[src/hdl/tkh_pkg.sv]
// Shared types and constants for the top-K min-heap tracker.
package tkh_pkg;

   localparam int CAPACITY_DEF   = 1024;
   localparam int DATA_WIDTH_DEF = 32;
   localparam int KEEP_W         = 11;
   localparam int COUNT_W        = 11;
   localparam logic [KEEP_W-1:0] KEEP_RESET = 11'd1024;

   typedef enum logic [3:0] {
      OP_NONE,
      OP_LOAD,
      OP_REMOVE,
      OP_DROP,
      OP_TAKE_LAST,
      OP_DOWN_RD,
      OP_DOWN_EV,
      OP_INSERT,
      OP_UP_RD,
      OP_UP_EV,
      OP_RESPOND
   } op_type;

   typedef struct packed {
      op_type op;
   } cmd_type;

   typedef struct packed {
      logic full;
      logic gt_root;
      logic has_left;
      logic down_swap;
      logic at_root;
      logic up_swap;
   } status_type;

endpackage

[src/hdl/tkh_ctrl.sv]
// Sequencer for insert, replace and drop, plus the response valid register.
module tkh_ctrl (
   input  logic                clock,
   input  logic                reset,
   input  logic                req_valid,
   output logic                req_ready,
   output logic                rsp_valid,
   input  logic                rsp_ready,
   input  tkh_pkg::status_type status,
   output tkh_pkg::cmd_type    cmd
);
   import tkh_pkg::*;

   typedef enum logic [3:0] {
      ST_IDLE,
      ST_DECIDE,
      ST_LAST,
      ST_DOWN_RD,
      ST_DOWN_EV,
      ST_INS,
      ST_UP_RD,
      ST_UP_EV,
      ST_FINISH
   } state_type;

   state_type state_ff, state_in;
   logic      rsp_valid_ff, rsp_valid_in;

   always_comb begin
      state_in     = state_ff;
      cmd.op       = OP_NONE;
      rsp_valid_in = rsp_valid_ff && !rsp_ready;
      case (state_ff)
         ST_IDLE: begin
            if (req_valid) begin
               cmd.op   = OP_LOAD;
               state_in = ST_DECIDE;
            end
         end
         ST_DECIDE: begin
            if (status.full && status.gt_root) begin
               cmd.op   = OP_REMOVE;
               state_in = ST_LAST;
            end else if (status.full) begin
               cmd.op   = OP_DROP;
               state_in = ST_FINISH;
            end else begin
               cmd.op   = OP_INSERT;
               state_in = ST_UP_RD;
            end
         end
         ST_LAST: begin
            cmd.op   = OP_TAKE_LAST;
            state_in = ST_DOWN_RD;
         end
         ST_DOWN_RD: begin
            cmd.op   = OP_DOWN_RD;
            state_in = status.has_left ? ST_DOWN_EV : ST_INS;
         end
         ST_DOWN_EV: begin
            cmd.op   = OP_DOWN_EV;
            state_in = status.down_swap ? ST_DOWN_RD : ST_INS;
         end
         ST_INS: begin
            cmd.op   = OP_INSERT;
            state_in = ST_UP_RD;
         end
         ST_UP_RD: begin
            cmd.op   = OP_UP_RD;
            state_in = status.at_root ? ST_FINISH : ST_UP_EV;
         end
         ST_UP_EV: begin
            cmd.op   = OP_UP_EV;
            state_in = status.up_swap ? ST_UP_RD : ST_FINISH;
         end
         ST_FINISH: begin
            if (!rsp_valid_ff || rsp_ready) begin
               cmd.op       = OP_RESPOND;
               rsp_valid_in = 1'b1;
               state_in     = ST_IDLE;
            end
         end
         default: begin
            state_in = ST_IDLE;
         end
      endcase
   end

   always_ff @(posedge clock) begin
      if (reset) begin
         state_ff     <= ST_IDLE;
         rsp_valid_ff <= 1'b0;
      end else begin
         state_ff     <= state_in;
         rsp_valid_ff <= rsp_valid_in;
      end
   end

   assign req_ready = state_ff == ST_IDLE;
   assign rsp_valid = rsp_valid_ff;

endmodule
[config.mk]
export PLATFORM = sky130hd
export DESIGN_NAME = tkh_ctrl
export DESIGN_NICKNAME = d
export VERILOG_FILES = /design/src/hdl/tkh_pkg.sv /design/src/hdl/tkh_ctrl.sv
export SDC_FILE = /design/constraint.sdc
export NUM_CORES = 1
export LEC_CHECK = 0
export BUFFER_PORTS_ARGS = -buffer_cell sky130_fd_sc_hd__buf_2
export CAP_MARGIN = 20
export CORE_AREA = 2 2 39 41
export CTS_BUF_LIST = sky130_fd_sc_hd__clkbuf_8
export DETAILED_ROUTE_END_ITERATION = 8
export DIE_AREA = 0 0 41 43
export HOLD_SLACK_MARGIN = 0.06
export PLACE_DENSITY = 0.58
export SYNTH_ARGS = -nofsm -noshare
export SYNTH_HDL_FRONTEND = slang
export SYNTH_SLANG_ARGS = --single-unit
[constraint.sdc]
create_clock -name clock -period 2.5 [get_ports clock]
set_input_delay 0.125 -clock clock [delete_from_list [all_inputs] [get_ports clock]]
set_output_delay 0.125 -clock clock [all_outputs]
set_load 0.02 [all_outputs]
# Word level (Yosys, flattened, before mapping)
# Index checks and enable logic that the tools add are counted.
op_classes:
  n_eq_ne: 10
  n_mux: 16
  n_reduce_logical: 7
ops:
  columns: ["op", "n"]
  rows:
  - ["$pmux 4 s9", 2]
  - ["$mux 4", 7]
  - ["$eq 4x3->1 const B", 4]
  - ["$mux 3", 3]
  - ["$eq 4x2->1 const B", 2]
  - ["$eq 4x1->1 const B", 1]
  - ["$eq 4x4->1 const B", 1]
  - ["$logic_not 4->1", 1]
  - ["$mux 1", 4]
  - ["$ne 2x2->1 const B", 2]
  - ["$logic_and 1x1->1", 2]
  - ["$logic_not 1->1", 2]
  - ["$reduce_and 2->1", 1]
  - ["$logic_or 1x1->1", 1]
totals:
  reg_bits: 5
  in_bits: 10
  elab_cells: 35

# Longest topological paths before layout
depth:
  depth_word: 4
  depth_mapped: 5

# Worst setup path after synthesis
# No wires, ideal clock.
synth_timing:
  kind: "register to output"
  from: "register state_ff[3]"
  to: "output port req_ready"
  arrival_ps: 1193
  slack_ps: 1182
  stages_incl_launch_ff: 3
  cell_sequence: "dfxtp_1 > buf_2 > nor4_1"
synth_via:
  elab_chain_cells: 1
synth_rtl:
  columns: ["item", "line_no", "source"]
  rows:
  - ["start: declaration", "tkh_ctrl.sv:26", "state_type state_ff, state_in;"]
  - ["start signal: assignment", "tkh_ctrl.sv:94", "state_ff <= state_in;"]
  - ["$logic_not 4->1", "tkh_ctrl.sv:99", "assign req_ready = state_ff == ST_IDLE;"]
  - ["end: declaration", "tkh_ctrl.sv:6", "output logic req_ready,"]
# Every way passes these cells.

==> results.txt <==
The wire length per cell after detailed routing is 10.58 um. The tool flagged a number of max-cap violations equal to 0. In the layout the commonest cells are 15 x buf_2, 8 x inv_1, 6 x nor2_1, 6 x a21oi_1, 5 x dfxtp_1. VDD sags by at most around 0.00043 V. Synthesis produced a netlist with a net count of 65. The core region area came out at 1384 um^2. The maximum root-to-sink buffer count is 2. The average cell area after synthesis is 7.189 um^2. Ranked by total cell area, the synthesized netlist is headed by dfxtp_1 25%, a21oi_1 7.6%, inv_1 6.6%. Synthesis handed over a netlist of 55 instances. The part of the Yosys area used for sequential elements came out at about a quarter.

The vertical die dimension came out at 43 um. The root buffer cell chosen for the clock tree is clkbuf_8. The clock insertion delay at the later pin of the skew report is about 0.22 ns. The weighted congestion reported at the end of routability-driven placement is 0.6578. The post-layout net count is 81. The combined flip-flop and latch cell area came out at 100.1 um^2. The first-pass iteration count of the detailed router came out at 4. The post-cts resize count came out at 0. The final count of hold timing violations came out at 0. The maximum fanout encountered on the critical timing path came out at 13. CTS saw 5 sinks. In this run, distinct cell masters in the synthesized netlist total 28. The share of final-layout standard cells stronger than drive strength 1 is 31.43%. The first-pass GRT wire length came out at roughly 1400 um.

The clock slew at the register clock pins of the worst setup and hold paths is 0.04 ns. The critical path goes through nor3_2 > a22oi_1 > nor2_1 > buf_2. On the worst path, the slowest cell contributes a delay of 0.44 ns. The largest total area in the synthesized netlist belongs to dfxtp_1. The number of buffer cells added on primary ports came out at 15.

The critical path crosses 4 cells after its start point. The number of buffers inserted by post-CTS setup repair came out at 0. The area share of the largest cell type after synthesis came out at 25.32%. The sum of buffers and inverters on the critical path came out at 1.

The aggregate routed wire length is 910 um. In this run, synthesis inferred 0 flip-flops with an integrated enable. The run finished with clean final reports. The layout has 157 filler cells. The area growth from synthesis to layout is 26.58%. The type of the worst setup path is reg2out. The maximum clock frequency came out at around 0.63 GHz. The number of hold buffers added after CTS came out at 0.

The analysis attributes to cell leakage a power of roughly 0.23 nW. The top-level port count is 16. The number of setup violations in the final report came out at 0. The floorplan die area is 1763 um^2. The width of the die came out at 41 um. The final core utilization is 36.17%. The worst setup path is launched from a flop. The arrival time at the worst endpoint is 1.46 ns. The most common cell after layout, fill and taps aside is buf_2. The mapped cell area came out at ~400 um^2. Global routing consumed, over all layers together, between 10% and 20% of the routing resources. The initial core utilization came out at between 20% and 30%. After detailed routing, the number of remaining DRC violations is 0. The worst setup path is captured at an output port. The critical path data required time is roughly 2.4 ns. The final setup TNS is 0 ns.

During synthesis, Yosys emitted a total of 0 warnings. The number of clock buffers added by TritonCTS is 3. The final antenna-violating net count came out at 0.

Measured against its own limit, the worst slew margin works out to 69.67%. The number of rows created at floorplan came out at 14. The number of levels the H-tree was split into is 1. The per-cell via count in the routed design is between 5 and 6. Summing all multi-input logic gate instances after layout gives 230.2 um^2. The iteration-0 DRC count of the detailed router is 14.

TritonCTS built the clock tree. The maximum clock skew at final layout came out at 0.004824 ns. After legalization and detailed placement, the total HPWL measured 701.4 um. The depth of the worst hold-timing path is 2.

Setup repair after global routing left no endpoint under its margin. Entering global routing, the biggest net connects 14 pins. The total global routing overflow is 0. The via count of the first global-routing pass came out at ~340.

The dominant delay contributor by cell family on the critical path is simple AND/OR/NAND/NOR gates. Subtracting the final worst setup slack from the clock period gives 1.581 ns. The power density normalized to cell area came out at about 850 nW/um^2. The slowest stage cell on the critical path is dfxtp_1. The antenna cell count is 0. The min-delay analysis places its worst path in the category in2reg. The share of async-settable or async-resettable flops after synthesis came out at 0%.

The actual slew at the worst max-slew pin came out at around 0.45 ns. The routed layout has 450 vias. Of the available clock period, the critical path in the final layout requires 63.23%. For the worst flop-to-flop path, the logic depth is 3. In the synthesized netlist the dominant register cell turns out to be dfxtp_1. The number of slew-limit violations in the final report came out at 0. Synthesis inferred 5 register bits. The number of antenna violations at the first check in global routing came to 0.
-- cell usage after synthesis, types with 2 or more instances --
| cell type | instances |
|---|---|
| buf_6 | 2 |
| nor2_1 | 6 |
| nand2_1 | 4 |
| a21oi_1 | 6 |
| inv_1 | 7 |
| nand3_1 | 3 |
| nand4_1 | 2 |
| dfxtp_1 | 5 |
-- final timing paths --
kind                             from                  endpoint  slack (ns)
min reg2reg  state_ff[2]$_SDFFE_PP0P_  state_ff[2]$_SDFFE_PP0P_        0.65
max          state_ff[0]$_SDFFE_PP0P_                    cmd[0]        0.92
max reg2reg  state_ff[0]$_SDFFE_PP0P_  state_ff[1]$_SDFFE_PP0P_        1.20
min                             reset  state_ff[2]$_SDFFE_PP0P_        0.15
-- area by class of cell --
class                           instances  share of cell area [%]
Multi-Input combinational cell         38                   46.00
Clock buffer                            3                   8.250
Inverter                                8                   6.000
Sequential cell                         5                   20.00
Tap cell                               16                   4.000
Timing Repair Buffer                   15                   15.00
Clock inverter                          1                  0.7500
-- through the flow --
step	cell area [um^2]	std cells	hold WS [ns]	setup slack [ns]	power [mW]
after floorplan	395.4	55	0.1941	1.182	0.2546
after global placement	455.4	82	0.3731	1.197	0.2853
after detailed placement	455.4	82	0.3709	1.155	0.2862
after CTS	500.5	86	0.1450	0.9161	0.4314
after global routing	500.5	86	0.1567	0.8138	0.4588
final	500.5	86	0.1541	0.9194	0.4265
-- cells by family after synthesis --
kind of cell	synth area share (%)
DFF	25.32
and+or+nand+nor	25.31
muxes	2.532
AOI/OAI and AO/OA	30.38
buffers and inverters	16.46
-- report_power, final --
| group | switching [mW] | internal (mW) | total (mW) |
|---|---|---|---|
| combinational | 0.0946 | 0.0691 | 0.164 |
| sequential | 0.0305 | 0.0911 | 0.122 |
| clock | 0.0363 | 0.105 | 0.141 |
| total | 0.161 | 0.265 | 0.427 |
-- sequential cells by signal, summed over array words and instances, names as in the netlist --
name / cells
state_ff: 4
rsp_valid: 1
-- layer usage --
layer  part of all wire, %  vias up  GRT usage, %
li1                      -      224             -
met1                    43      208         14.84
met2                    50       18         18.13
met3                   7.3        0         4.712
met4                     0        0         4.000
met5                     0        -             0
(Power assumes the default switching activity.)
